===== config.mk =====
export PLATFORM = sky130hd
export DESIGN_NAME = gvtn_dest_div
export DESIGN_NICKNAME = d
export VERILOG_FILES = /design/src/rtl/core/gvtn_pkg.sv /design/src/rtl/core/gvtn_dest_div.sv
export SDC_FILE = /design/constraint.sdc
export NUM_CORES = 1
export LEC_CHECK = 0
export ABC_CLOCK_PERIOD_IN_PS = 4600
export BUFFER_PORTS_ARGS = -buffer_cell sky130_fd_sc_hd__buf_2
export CORE_MARGIN = 2
export CORE_UTILIZATION = 45
export DETAILED_ROUTE_END_ITERATION = 10
export SKIP_LAST_GASP = 1
export SLEW_MARGIN = 10
export SYNTH_ARGS = -nofsm -noshare
export SYNTH_HDL_FRONTEND = slang
export SYNTH_SLANG_ARGS = --single-unit

===== constraint.sdc =====
create_clock -name clk -period 4.6 [get_ports clk]
set_clock_uncertainty 0.2 [all_clocks]
set_input_delay 0.23 -clock clk [delete_from_list [all_inputs] [get_ports clk]]
set_output_delay 0.23 -clock clk [all_outputs]
set_load 0.03 [all_outputs]

===== src/rtl/core/gvtn_pkg.sv =====
// gvtn_pkg: shared types, codes and helper functions of the gvt token ring node
// no dependencies; compiled first
`default_nettype none

package gvtn_pkg;

  localparam int TIME_BITS = 32;
  localparam int ID_BITS   = 10;
  localparam int CNT_BITS  = 11;
  localparam int PER_BITS  = 16;
  localparam int CFG_IDX_BITS  = 2;
  localparam int CFG_DATA_BITS = 16;

  typedef logic [TIME_BITS-1:0] tstamp_t;
  localparam tstamp_t TIME_INF = '1;

  // action codes
  localparam logic [2:0] ACT_TICK     = 3'd0;
  localparam logic [2:0] ACT_INITIATE = 3'd1;
  localparam logic [2:0] ACT_MSG_SENT = 3'd2;
  localparam logic [2:0] ACT_MSG_RECV = 3'd3;
  localparam logic [2:0] ACT_SEND_TOK = 3'd4;
  localparam logic [2:0] ACT_TOK_ARR  = 3'd5;

  // configuration register indexes
  localparam logic [CFG_IDX_BITS-1:0] CFG_NODE_ID    = 2'd0;
  localparam logic [CFG_IDX_BITS-1:0] CFG_NODE_COUNT = 2'd1;
  localparam logic [CFG_IDX_BITS-1:0] CFG_GVT_PERIOD = 2'd2;

  localparam logic COLOR_WHITE = 1'b0;
  localparam logic COLOR_RED   = 1'b1;

  typedef struct packed {
    logic [2:0]         action;
    tstamp_t            send_time;
    logic               recv_color;
    tstamp_t            lvt_local;
    tstamp_t            in_clock;
    tstamp_t            in_send_min;
    logic signed [31:0] in_count;
  } in_item_t;

  typedef struct packed {
    logic               flag;
    logic               tag_color;
    logic               token_valid;
    logic [ID_BITS-1:0] token_dest;
    tstamp_t            token_clock;
    tstamp_t            token_send_min;
    logic signed [31:0] token_count;
    logic               gvt_valid;
    tstamp_t            gvt_value;
  } res_t;

  function automatic tstamp_t tmin(input tstamp_t a, input tstamp_t b);
    tmin = (a < b) ? a : b;
  endfunction

  // clamp a widened sum to the 32-bit signed range
  function automatic logic signed [31:0] sat32(input logic signed [33:0] s);
    logic signed [31:0] r;
    if (s[33:31] inside {3'b000, 3'b111}) begin
      r = s[31:0];
    end else if (s[33]) begin
      r = 32'sh8000_0000;
    end else begin
      r = 32'sh7FFF_FFFF;
    end
    sat32 = r;
  endfunction

endpackage

`default_nettype wire


===== src/rtl/core/gvtn_dest_div.sv =====
// gvtn_dest_div: iterative remainder unit, dest = (node_id + 1) mod node_count
// one quotient bit per cycle, restarted on each write of node_id or node_count
// depends on gvtn_pkg
`default_nettype none

module gvtn_dest_div import gvtn_pkg::*; (
  input  wire logic               clk,
  input  wire logic               rst_n,
  input  wire logic               start,
  input  wire logic [ID_BITS-1:0] node_id,
  input  wire logic [CNT_BITS-1:0] node_count,
  output logic                    busy,
  output logic [ID_BITS-1:0]      dest
);

  localparam int STEP_BITS  = $clog2(CNT_BITS);
  localparam int SHIFT_BITS = 2 * CNT_BITS - 1;
  localparam logic [STEP_BITS-1:0] STEP_TOP = STEP_BITS'(CNT_BITS - 1);

  logic                  busy_r;
  logic [ID_BITS-1:0]    dest_r;
  logic [CNT_BITS-1:0]   rem_r, rem_nxt;
  logic [CNT_BITS-1:0]   div_r;
  logic [STEP_BITS-1:0]  step_r;
  logic [SHIFT_BITS-1:0] shifted;

  always_comb begin
    shifted = {{(SHIFT_BITS-CNT_BITS){1'b0}}, div_r} << step_r;
    rem_nxt = rem_r;
    if ({{(SHIFT_BITS-CNT_BITS){1'b0}}, rem_r} >= shifted) begin
      rem_nxt = rem_r - shifted[CNT_BITS-1:0];
    end
  end

  always_ff @(posedge clk) begin
    if (!rst_n) begin
      busy_r <= 1'b0;
      dest_r <= '0;
      rem_r  <= '0;
      div_r  <= '0;
      step_r <= '0;
    end else if (start) begin
      busy_r <= 1'b1;
      rem_r  <= {1'b0, node_id} + CNT_BITS'(1);
      div_r  <= node_count;
      step_r <= STEP_TOP;
    end else if (busy_r) begin
      rem_r  <= rem_nxt;
      step_r <= step_r - STEP_BITS'(1);
      if (step_r == '0) begin
        busy_r <= 1'b0;
        // empty ring sends to node zero
        dest_r <= (div_r == '0) ? '0 : rem_nxt[ID_BITS-1:0];
      end
    end
  end

  assign busy = busy_r;
  assign dest = dest_r;

`ifndef ASSERT_OFF
  a_step_bound: assert property (@(posedge clk) disable iff (!rst_n)
    busy_r |-> step_r <= STEP_TOP)
    else $error("divider step out of range");
  a_rem_below_div: assert property (@(posedge clk) disable iff (!rst_n)
    busy_r && step_r == '0 && div_r != '0 |-> rem_nxt < div_r)
    else $error("remainder not below divisor at finish");
  a_start_busy: assert property (@(posedge clk) disable iff (!rst_n)
    start |=> busy_r)
    else $error("divider did not start");
`endif

endmodule

`default_nettype wire


==> metrics.txt <==
RSZ-0062 raised after global routing false; Max Cap Viol 0; Worst Path Required 4.61 ns; routed vias 2,915; CP arrival 4.12 ns; Mapped Avg Cell Area 7.96 um^2; reg2reg setup slack 0.49 ns; Core ar. 0.00646 mm^2; synthesized instance count 382; Hold WC Path Type in -> reg; non-filler instance count after layout 493; Yosys reg bits 37; minimum clock period 4.11 ns; Layout area overhead 13.4%; commonest non-fill, non-tap cell in the layout nand2_1; fmax 243 MHz; TritonCTS buffer count 5; slowest stage delay, CP 0.59 ns; Critical R2R Capture rem_r[2]$_SDFFE_PN0P_; CP dominant cell by count nand3_1; Final WS setup 0.491 ns; DR WL/cell 16.6 um; setup TNS 0 ns; 1st-iter DRT viols 247; Mapped Area 0.00304 mm^2; IO Pins 35; ys async rst share 0%; status finished, final reports clean; fraction of layout cells with a size suffix above 1 16.1%; Chip Height 86.2 um; period utilisation layout 89.3%; hold_sp node_count[0]; site row count 29; IO Port Bufs 34; postcts setup bufs 0; Final #Nets 453; final hold vios 0; vias per cell 5.91; worst skew pair latency 0.28 ns; vias in the first global route 2,740; met2 GRT Util 32.8%; pre-CTS setup slack 0.548 ns; Worst setup SP type flip-flop; worst-path cell with the longest stage delay dfxtp_1; Yosys cell types 61; sequential cell area fraction in the yosys report 24.4%; Die W 86.2 um; All-Layer GR Usage 23.0%; GRT Max-Usage Layer met1; Initial Util 47.1%; hpwl dp 6060 um; crit path capture type flip-flop; DRC 0; peak supply drop 0.000149 V; Crit Path Max Fanout 26; post-synthesis net count 420; most frequent cells in the layout nand2_1 (51), nor2_1 (43), dfxtp_1 (37), buf_2 (34), mux2i_1 (27); grt total ovfl 0; Routed WL 8200 um; Bufs on Longest Clock Path 2; wire length of the first global-routing pass 13,700 um; Inserted Diodes 0; YS warnings 0; H-tree depth 2; total die area 0.00743 mm^2; # setup viols final 0; Detail Route Antenna Nets 0; Root Buffer clkbuf_8; antenna violations before repair 0; hold worst-path end div_r[0]$_SDFFE_PN0P_; Power Dens Cells 317 mW/mm^2; Util after Layout 53.4%; slew margin rel. 44.5%; fin. max-slew vios 0; Post-CTS Hold Fix Bufs 10; CTS-repair resized insts 0; Slew @ Worst Pin 0.833 ns; RePlAce Congestion 0.909; Lkg Pwr 1.44 nW; Reg clk slew, reported paths 0.08 ns; crit path kind reg -> reg; CTS tree done; Sink Count 37; FF-to-FF path depth 14; Cells after DPL 475; hold path cells 3; Post-synth EDFFs 0; critical-path cell list buf_4 > mux2i_1 > a21oi_1 > mux2_2 > nand2_1 > ha_1 > nand3_1 > a2bb2oi_1 > nand3_1 > a221oi_1 > a2111oi_4 > buf_12 > or3b_2 > a31oi_1; main flop type after synthesis dfxtp_1; drt first pass iters 5; grt met1 use 36.1%; GR Util met3 3.81%; worst r2r src step_r[0]$_SDFFE_PP0P_; largest net degree at the start of global routing 43
layer usage:
metal | share of wire [%] | wire, um | up-vias
met4 | 0.84 | 69 | 0
met5 | 0 | 0 | -
met3 | 4.4 | 358 | 8
li1 | - | - | 1453
met1 | 52 | 4270 | 1356
met2 | 43 | 3510 | 98
kinds of logic (layout without fill, tap and decap cells):
kind of cell,count (synthesis),count (layout),share of synthesized area (%)
buf+inv,35,69,5.76
xor+xnor,18,18,5.19
compound gates,88,88,20.7
flops,37,37,24.4
simple gates,152,152,23.8
mux,38,38,14.2
fa+ha+maj,14,14,6.01
cell usage after synthesis, types with 3 or more instances:
master	instances	area, um^2
o311a_1	3	30.0
a21o_1	5	37.5
buf_2	5	25.0
o21ai_1	10	50.1
mux2_1	4	45.0
nand2b_1	3	18.8
nor2b_1	4	25.0
a2111oi_0	3	26.3
mux4_2	3	67.6
xnor2_1	7	61.3
nor4_1	5	31.3
nand2_1	51	191
nor2_1	43	161
ha_1	13	163
a31oi_1	3	18.8
and3_1	7	43.8
buf_6	5	56.3
nor3_1	4	20.0
mux2i_1	27	270
o21ai_0	10	50.1
clkbuf_1	12	45.0
xor2_1	11	96.3
nand3b_1	5	37.5
inv_1	11	41.3
a22oi_1	4	30.0
a211oi_1	8	60.1
a211oi_2	3	37.5
nand3_1	16	80.1
mux2_2	3	33.8
a21oi_1	23	115
dfxtp_1	37	741
how the worst max path moves through the flow:
stage | startpoint | end | slack, ns | cells past startpoint
after floorplan | step_r[1]$_SDFFE_PN0P_ | dest[4]$_SDFFE_PN0P_ | 1.09 | 15
after global placement | step_r[0]$_SDFFE_PP0P_ | dest[0]$_SDFFE_PN0P_ | 0.64 | 14
after detailed placement | step_r[0]$_SDFFE_PP0P_ | rem_r[10]$_SDFFE_PN0P_ | 0.55 | 14
after CTS | step_r[0]$_SDFFE_PP0P_ | rem_r[10]$_SDFFE_PN0P_ | 0.53 | 14
after global routing | step_r[0]$_SDFFE_PP0P_ | rem_r[9]$_SDFFE_PN0P_ | 0.10 | 15
final | step_r[0]$_SDFFE_PP0P_ | rem_r[2]$_SDFFE_PN0P_ | 0.49 | 14
report_power, final:
part | leakage, nW | switching (mW) | internal, mW
Sequential | 0.304 | 0.0357 | 0.340
Combinational | 1.08 | 0.243 | 0.184
Clock | 0.0574 | 0.115 | 0.176
cell type report:
type	count	area (um^2)
flip-flops and latches	37	741
inverters	12	45.0
well taps	77	96.3
fillers	652	3010
clock inverters	2	37.5
clock buffers	6	82.6
multi-input cells	310	2120
repair buffers	49	320
metrics by stage:
stage / hold WS [ns] / area, um^2 / power, mW
2_1_floorplan: 0.123 / 3040 / 0.697
3_3_place_gp: 0.233 / 3230 / 0.795
3_5_place_dp: 0.238 / 3230 / 0.794
4_1_cts: 0.00439 / 3450 / 1.09
5_1_grt: 0.0437 / 3450 / 1.17
6_report: 0.00517 / 3450 / 1.09
sequential cells by signal (all words and copies together), names as in the netlist:
name and count:
busy 1, dest 10, div_r 11, step_r 4
rem_r 11
critical path, delay by kind of cell (launching register included):
kind	cells	cell delay [ns]
simple gates	4	0.77
flops	1	0.59
buf+inv	2	0.53
fa+ha+maj	1	0.30
compound gates	5	1.07
mux	2	0.55
Power figures use the tool's default switching activity.
